## src/rsc_pkg.sv

```systemverilog
// Shared constants, command codes and control/status types for the RPN stack calculator.
package rsc_pkg;
  localparam int STACK_DEPTH = 64;
  localparam int ADDR_W = $clog2(STACK_DEPTH);
  localparam int CNT_W = $clog2(STACK_DEPTH + 1);
  localparam int DVD_W = 48;
  localparam int DIV_CW = $clog2(DVD_W + 1);

  localparam logic [3:0] F_PUSH = 4'd0;
  localparam logic [3:0] F_ADD = 4'd1;
  localparam logic [3:0] F_MUL = 4'd2;
  localparam logic [3:0] F_SUB = 4'd3;
  localparam logic [3:0] F_DIV = 4'd4;
  localparam logic [3:0] F_MOD = 4'd5;
  localparam logic [3:0] F_PEEK = 4'd6;
  localparam logic [3:0] F_DUP = 4'd7;
  localparam logic [3:0] F_CLEAR = 4'd8;
  localparam logic [3:0] F_SWAP = 4'd9;
  localparam logic [3:0] F_RESULT = 4'd10;

  localparam logic [1:0] SEL_OPND = 2'd0;
  localparam logic [1:0] SEL_RES = 2'd1;
  localparam logic [1:0] SEL_B = 2'd2;
  localparam logic [1:0] SEL_A = 2'd3;

  typedef struct packed {
    logic       load;
    logic       pop;
    logic       lat_b;
    logic       lat_a;
    logic       mul;
    logic       div_start;
    logic       exec;
    logic       push;
    logic [1:0] push_sel;
    logic       clear;
    logic       dz;
    logic       out_load;
  } cmd_t;

  typedef struct packed {
    logic [3:0] func;
    logic       b_zero;
    logic       div_done;
    logic       out_busy;
  } stat_t;
endpackage

```

## src/rsc_ctrl.sv

```systemverilog
// Controller state machine sequencing pop, compute and push steps per command.
module rsc_ctrl (
  input  logic           clk,
  input  logic           rst,
  input  logic           in_valid,
  output logic           in_ready,
  input  rsc_pkg::stat_t st,
  output rsc_pkg::cmd_t  cmd
);
  import rsc_pkg::*;

  localparam logic [3:0] S_IDLE = 4'd0;
  localparam logic [3:0] S_DISP = 4'd1;
  localparam logic [3:0] S_POPB = 4'd2;
  localparam logic [3:0] S_LATB = 4'd3;
  localparam logic [3:0] S_POPA = 4'd4;
  localparam logic [3:0] S_LATA = 4'd5;
  localparam logic [3:0] S_MUL = 4'd6;
  localparam logic [3:0] S_DIVS = 4'd7;
  localparam logic [3:0] S_DIV = 4'd8;
  localparam logic [3:0] S_EXEC = 4'd9;
  localparam logic [3:0] S_PUSH1 = 4'd10;
  localparam logic [3:0] S_PUSH2 = 4'd11;
  localparam logic [3:0] S_DONE = 4'd12;

  logic [3:0] state, state_next;

  always_ff @(posedge clk) begin
    if (rst) state <= S_IDLE;
    else state <= state_next;
  end

  assign in_ready = (state == S_IDLE);

  always_comb begin
    cmd = '0;
    state_next = state;
    unique case (state)
      S_IDLE: begin
        if (in_valid) begin
          cmd.load = 1'b1;
          state_next = S_DISP;
        end
      end
      S_DISP: begin
        if (st.func == F_PUSH) state_next = S_PUSH1;
        else if (st.func == F_CLEAR) begin
          cmd.clear = 1'b1;
          state_next = S_DONE;
        end else if (st.func > F_RESULT) state_next = S_DONE;
        else state_next = S_POPB;
      end
      S_POPB: begin
        cmd.pop = 1'b1;
        state_next = S_LATB;
      end
      S_LATB: begin
        cmd.lat_b = 1'b1;
        if (st.func == F_PEEK || st.func == F_DUP) state_next = S_PUSH1;
        else if (st.func == F_RESULT) state_next = S_DONE;
        else state_next = S_POPA;
      end
      S_POPA: begin
        if ((st.func == F_DIV || st.func == F_MOD) && st.b_zero) begin
          cmd.dz = 1'b1;
          state_next = S_DONE;
        end else begin
          cmd.pop = 1'b1;
          state_next = S_LATA;
        end
      end
      S_LATA: begin
        cmd.lat_a = 1'b1;
        if (st.func == F_MUL) state_next = S_MUL;
        else if (st.func == F_DIV || st.func == F_MOD) state_next = S_DIVS;
        else if (st.func == F_SWAP) state_next = S_PUSH1;
        else state_next = S_EXEC;
      end
      S_MUL: begin
        cmd.mul = 1'b1;
        state_next = S_EXEC;
      end
      S_DIVS: begin
        cmd.div_start = 1'b1;
        state_next = S_DIV;
      end
      S_DIV: begin
        if (st.div_done) state_next = S_EXEC;
      end
      S_EXEC: begin
        cmd.exec = 1'b1;
        state_next = S_PUSH1;
      end
      S_PUSH1: begin
        cmd.push = 1'b1;
        if (st.func == F_PUSH) cmd.push_sel = SEL_OPND;
        else if (st.func == F_PEEK || st.func == F_DUP || st.func == F_SWAP)
          cmd.push_sel = SEL_B;
        else cmd.push_sel = SEL_RES;
        if (st.func == F_DUP || st.func == F_SWAP) state_next = S_PUSH2;
        else state_next = S_DONE;
      end
      S_PUSH2: begin
        cmd.push = 1'b1;
        cmd.push_sel = (st.func == F_SWAP) ? SEL_A : SEL_B;
        state_next = S_DONE;
      end
      S_DONE: begin
        if (!st.out_busy) begin
          cmd.out_load = 1'b1;
          state_next = S_IDLE;
        end
      end
      default: state_next = S_IDLE;
    endcase
  end
endmodule

```

## config.mk

```make
export PLATFORM = sky130hd
export DESIGN_NAME = rsc_ctrl
export DESIGN_NICKNAME = d
export VERILOG_FILES = /design/src/rsc_pkg.sv /design/src/rsc_ctrl.sv
export SDC_FILE = /design/constraint.sdc
export NUM_CORES = 1
export LEC_CHECK = 0
export ABC_AREA = 1
export BUFFER_PORTS_ARGS = -buffer_cell sky130_fd_sc_hd__clkbuf_2
export CORE_AREA = 2 2 41 43
export DETAILED_ROUTE_END_ITERATION = 8
export DIE_AREA = 0 0 43 45
export PLACE_DENSITY = 0.68
export SKIP_CTS_REPAIR_TIMING = 1
export SLEW_MARGIN = 5
export SYNTH_ARGS = -nofsm -noshare
export SYNTH_HDL_FRONTEND = slang
export SYNTH_SLANG_ARGS = --single-unit
```

## constraint.sdc

```tcl
create_clock -name clk -period 1.34 [get_ports clk]
set_input_delay 0.335 -clock clk [delete_from_list [all_inputs] [get_ports clk]]
set_output_delay 0.335 -clock clk [all_outputs]
set_load 0.005 [all_outputs]
```

==> impl_metrics.tcl, run 1 <==
set metrics [dict create \
    status "complete, but fails checks" \
    violations "setup timing" \
    largest_reg_flops 4 \
    hold_viol_final 0 \
    setup_slack_ns -0.184 \
    wirelength_mm 2.28 \
    rsz0062_at_grt "yes" \
    drtIter0Drc 20 \
    synthAdderAreaFrac_pct 0 \
    worst_slew_pin_slew_ns 0.194 \
    gp_congestion 0.883 \
    maxCapViolCount 0 \
    grt-ovfl-total 0 \
    vdd_ir_drop_max_mv 1.25 \
    cts_root_buf "clkbuf_4" \
    cp.required_ns 1.00 \
    clk_pin_slew_ns 0.04 \
    yosysTopAreaCellShare_pct 25.1 \
    grt_pass1_wl_mm 2.97 \
    yosys-top-cells-area "nand2_1 (25%), nor2_1 (15%), dfxtp_1 (14%)" \
    finalCritPeriodShare_pct 114 \
    synth_warnings 0 \
    dieArea_um2 1940 \
    route.met3.wl_um 71 \
    cts_tree "done" \
    drv_slew 0 \
    async_flop_share_pct 0 \
    synth_most_common_cell "nand2_1" \
    ff2ff_setup_slack_ns -0.11 \
    place_ws_ns -0.0443 \
    period_minus_slack_ns 1.52 \
    grt_pass1_vias 755 \
    num-fill-cells 120 \
    top_regs "state x4" \
    drc 0 \
    clock_latency_ns 0.23 \
    ys_seq_elements 4 \
    grt_max_degree 6 \
    core-area_um2 1470 \
    vias_per_cell 5.05 \
    skew_ns 0.00215 \
    synthMuxAreaShare_pct 0 \
    slew_headroom_pct 86.9 \
    cts_buffers 3 \
    route.vias.total 924 \
    cts_max_level 1 \
    initial_core_util_pct 38.6 \
    synthTopCellsByCount "nand2_1 (38), nor2_1 (22), inv_1 (20)" \
    synth_top_area_cell "nand2_1" \
    synth_top_family_by_area "simple AND/OR/NAND/NOR gates" \
    crit_type "reg2out" \
    cp-end-kind "output pin" \
    firstDrtPassIters 4 \
    synthSimpleGateAreaFrac_pct 61.2 \
    grt_use_total_pct 20.0 \
    ant_nets 0 \
    synth_top_flop_cell "dfxtp_1" \
    synth_edf_count 0 \
    cts.sinks 4 \
    synthXorXnorAreaFrac_pct 0 \
    syn_nets 127 \
    diodes 0 \
    power_leakage_uw 0.000589 \
    critPathLaunchType "register" \
    wl_per_cell_um 12.5 \
    synth_cells 117 \
    synth-seq-area-share_pct 14.1 \
    drt-met1-wl_mm 1.02 \
    hold_class "in2reg" \
    io_buffer_count 23 \
    die_y_um 45 \
    setup_viol 16 \
    synth_cell_types 18 \
    power_density_nw_per_um2 1510 \
    crit_arrival_ns 1.19 \
    die_x_um 43 \
    antenna_found_initial 0 \
    routed.top_layer "met4" \
    regMostFlops "state" \
    io_pins 24 \
    dpl.hpwl_mm 1.46 \
    wl_met2_mm 1.17 \
    syn-cell-area_um2 568 \
    clock_path_buffers 2 \
    synth_compound_area_share_pct 10.1 \
    fin_util_pct 71.4 \
    drive_gt1_share_pct 54.5 \
    rows 14 \
    crit_fanout 3 \
    finish.net_count 179 \
    syn_to_final_growth_pct 85.0 \
    synth.avg_cell_area_um2 4.86 \
    max_clock_freq_ghz 0.656 \
]
-- report_power, final --
part | leakage, uW | internal, uW | switching [uW]
Sequential | 0.0000353 | 184 | 91.0
Clock | 0.0000138 | 99.7 | 42.2
Combinational | 0.000540 | 538 | 635
-- critical path, cell delays in order (launching register included) --
cell and delay (ns):
dfxtp_2 0.33, inv_4 0.10, nand2_4 0.07, nor2_1 0.11
inv_1 0.09, o22ai_2 0.14, clkbuf_2 0.13
-- cells by family (layout without fill, tap and decap cells) --
logic type / count (synthesis) / in the layout
and+or+nand+nor: 81 / 81
DFF: 4 / 4
buffers and inverters: 22 / 72
AOI/OAI and AO/OA: 10 / 10
-- per-layer routing --
metal  global-route usage [%]  vias to the layer above
met1                     26.8                      436
met2                     33.0                       23
met5                        0                        -
met4                     7.27                        0
li1                         -                      463
met3                     2.80                        2
-- through the flow --
stage                     setup TNS [ns]  cells  power, uW  instance area [um2]  hold slack (ns)
after floorplan                        0    117        643                  568            0.397
after detailed placement          -0.106    174       1020                  838            0.561
after global routing               -2.98    183       1720                 1050            0.312
final                              -1.91    183       1590                 1050            0.313
after CTS                          -2.23    177       1170                  861            0.312
after global placement           -0.0242    174       1010                  838            0.549
-- cell type report --
| type | count | area (um2) | area share (%) |
|---|---|---|---|
| multi-input cells | 91 | 512 | 48.7 |
| well taps | 16 | 20.0 | 1.90 |
| flip-flops and latches | 4 | 92.6 | 8.81 |
| inverters | 22 | 92.6 | 8.81 |
| repair buffers | 47 | 312 | 29.6 |
| clock buffers | 3 | 22.5 | 2.14 |
-- path summary, 6_finish.rpt --
| path | startpoint | cells after the start | to |
|---|---|---|---|
| max | state[2] | 6 | cmd[3] |
| min | rst | 2 | state[3] |
| max reg2reg | state[3] | 11 | state[3] |
| min reg2reg | state[3] | 5 | state[0] |
-- layout by cell type, fill, tap and decap left out, types with 2 or more instances in the layout --
cell	count
inv_1	11
dfxtp_4	3
nand3_1	9
nand2_1	33
nor2_4	8
nor2_2	6
o21ai_0	2
a21oi_1	2
buf_6	3
nor2_1	13
buf_2	7
nand2_4	4
nand2_2	4
nor3_2	2
buf_4	23
clkbuf_4	3
o21ai_1	2
inv_4	4
inv_2	7
clkbuf_2	14
No activity file was read; power rests on OpenSTA's default activity.
==> run 2, diff against run 1 <==
--- a/config.mk
+++ b/config.mk
@@ -6,7 +6,7 @@
 export NUM_CORES = 1
 export LEC_CHECK = 0
 export ABC_AREA = 1
-export BUFFER_PORTS_ARGS = -buffer_cell sky130_fd_sc_hd__clkbuf_2
+export BUFFER_PORTS_ARGS = -buffer_cell sky130_fd_sc_hd__buf_2
 export CORE_AREA = 2 2 41 43
 export DETAILED_ROUTE_END_ITERATION = 8
 export DIE_AREA = 0 0 43 45
==> run 2 against run 1 <==
Effect of this change: the flow still finishes with violations (setup timing); total power shrank 9.5%; cell count shrank 2.2%; cell area shrank 7.3%; worst hold slack lost 0.013 ns; register-to-register slack gained 0.14 ns; fmax is essentially flat; wire length shrank 18%; largest power group unchanged.
==> impl_metrics.tcl, run 2 (same netlist as run 1, synthesis figures left out) <==
set metrics [dict create \
    min_from "rst" \
    ant_nets 0 \
    maxCapViolCount 0 \
    vias_per_cell 4.78 \
    initial_core_util_pct 38.6 \
    power_uw 1440 \
    mostFrequentLayoutCells "nand2_1 (32), buf_2 (23), buf_4 (18), nor2_1 (17), inv_1 (15)" \
    path_cells "inv_4 -> nor2_4 -> buf_4 -> buf_6 -> nand2_2 -> inv_2 -> buf_2" \
    drv_slew 0 \
    grt_pass1_vias 738 \
    r2r_start "state[3]" \
    layout_commonest_cell "nand2_1" \
    max_stage_delay_ns 0.37 \
    hold_viol_final 0 \
    status "complete, but fails checks" \
    slew_headroom_pct 88.8 \
    drc 0 \
    cp-end-kind "output pin" \
    clock_latency_ns 0.23 \
    die_y_um 45 \
    dieArea_um2 1940 \
    crit_arrival_ns 1.19 \
    core-area_um2 1470 \
    firstDrtPassIters 4 \
    power_density_nw_per_um2 1480 \
    cts_tree "done" \
    grt_use_total_pct 20.0 \
    hold_class "in2reg" \
    crit_type "reg2out" \
    ff2ff_setup_slack_ns 0.03 \
    wirelength_mm 1.87 \
    crit_path_top_delay_cell "dfxtp_4" \
    hold_ws_ns 0.300 \
    max_clock_freq_ghz 0.656 \
    antenna_found_initial 0 \
    syn_to_final_growth_pct 71.6 \
    violations "setup timing" \
    power_leakage_uw 0.000565 \
    cts_root_buf "clkbuf_4" \
    die_x_um 43 \
    cts_buffers 3 \
    drive_gt1_share_pct 49.1 \
    skew_ns 0.000675 \
    wl_per_cell_um 10.5 \
    io_pins 24 \
    dpl.hpwl_mm 1.47 \
    crit_start "state[0]" \
    clock_path_buffers 2 \
    cts.sinks 4 \
    clk_pin_slew_ns 0.04 \
    finalCritPeriodShare_pct 114 \
    regMostFlops "state" \
    grt_max_degree 7 \
    setup_viol 14 \
    rsz0062_at_grt "yes" \
    cp.required_ns 1.00 \
    vdd_ir_drop_max_mv 1.03 \
    largest_reg_flops 4 \
    period_minus_slack_ns 1.52 \
    cts_max_level 1 \
    crit_fanout 3 \
    gp_congestion 0.871 \
    io_buffer_count 23 \
    top_regs "state x4" \
    setup_tns_ns -1.41 \
    grt-ovfl-total 0 \
    drtIter0Drc 22 \
    worst_slew_pin_slew_ns 0.168 \
    critPathLaunchType "register" \
    worst-path-buf-inv 5 \
    rows 14 \
    crit_family "buffers and inverters" \
    route.vias.total 856 \
    fin_util_pct 66.2 \
    num-fill-cells 138 \
    setup_slack_ns -0.185 \
    grt_pass1_wl_mm 2.95 \
    finish.net_count 175 \
    diodes 0 \
]
## run 2: changes by cell type in the layout (fill, tap and decap cells not counted), sizes merged
| cell | before | now |
|---|---|---|
| clkbuf | 17 | 3 |
| buf | 33 | 43 |
## run 2: area by class of cell
type	instances	area (um2)	area share (%)
Sequential cell	4	95.1	9.76
Inverter	22	87.6	8.99
Multi-Input combinational cell	91	477	48.9
Tap cell	16	20.0	2.05
Timing Repair Buffer	43	273	28.0
Clock buffer	3	22.5	2.31
## run 2: worst register-to-register path: cells and delay by family, from the launching register on
kind,cells,cell delay [ns]
AND/OR/NAND/NOR,7,0.56
buffers and inverters,2,0.23
flip-flops,1,0.37
AO/OA/AOI/OAI,1,0.10
## run 2: routing by layer
metal	share of wire (%)	vias up	global-route usage, %
li1	-	454	-
met1	47	379	26.5
met2	49	23	33.6
met3	4.3	0	2.40
met4	0	0	7.27
met5	0	-	0
## run 2: power breakdown
part           leakage [uW]  switching (uW)  internal (uW)
logic              0.000516             541            484
clock network     0.0000138            43.6           99.8
registers         0.0000356            83.2            187
total              0.000565             668            771
## run 2: path summary, 6_finish.rpt
kind               to  depth (start not counted)
min reg2reg  state[0]                          5
max            cmd[9]                          7
max reg2reg  state[3]                         10
min          state[3]                          2
## run 2: per-stage QoR
| step | cell area [um2] | worst slack [ns] | instances |
|---|---|---|---|
| after floorplan | 568 | 0.134 | 117 |
| after global placement | 816 | -0.0290 | 171 |
| after detailed placement | 816 | -0.0535 | 171 |
| after CTS | 838 | -0.270 | 174 |
| after global routing | 975 | -0.266 | 179 |
| final | 975 | -0.185 | 179 |
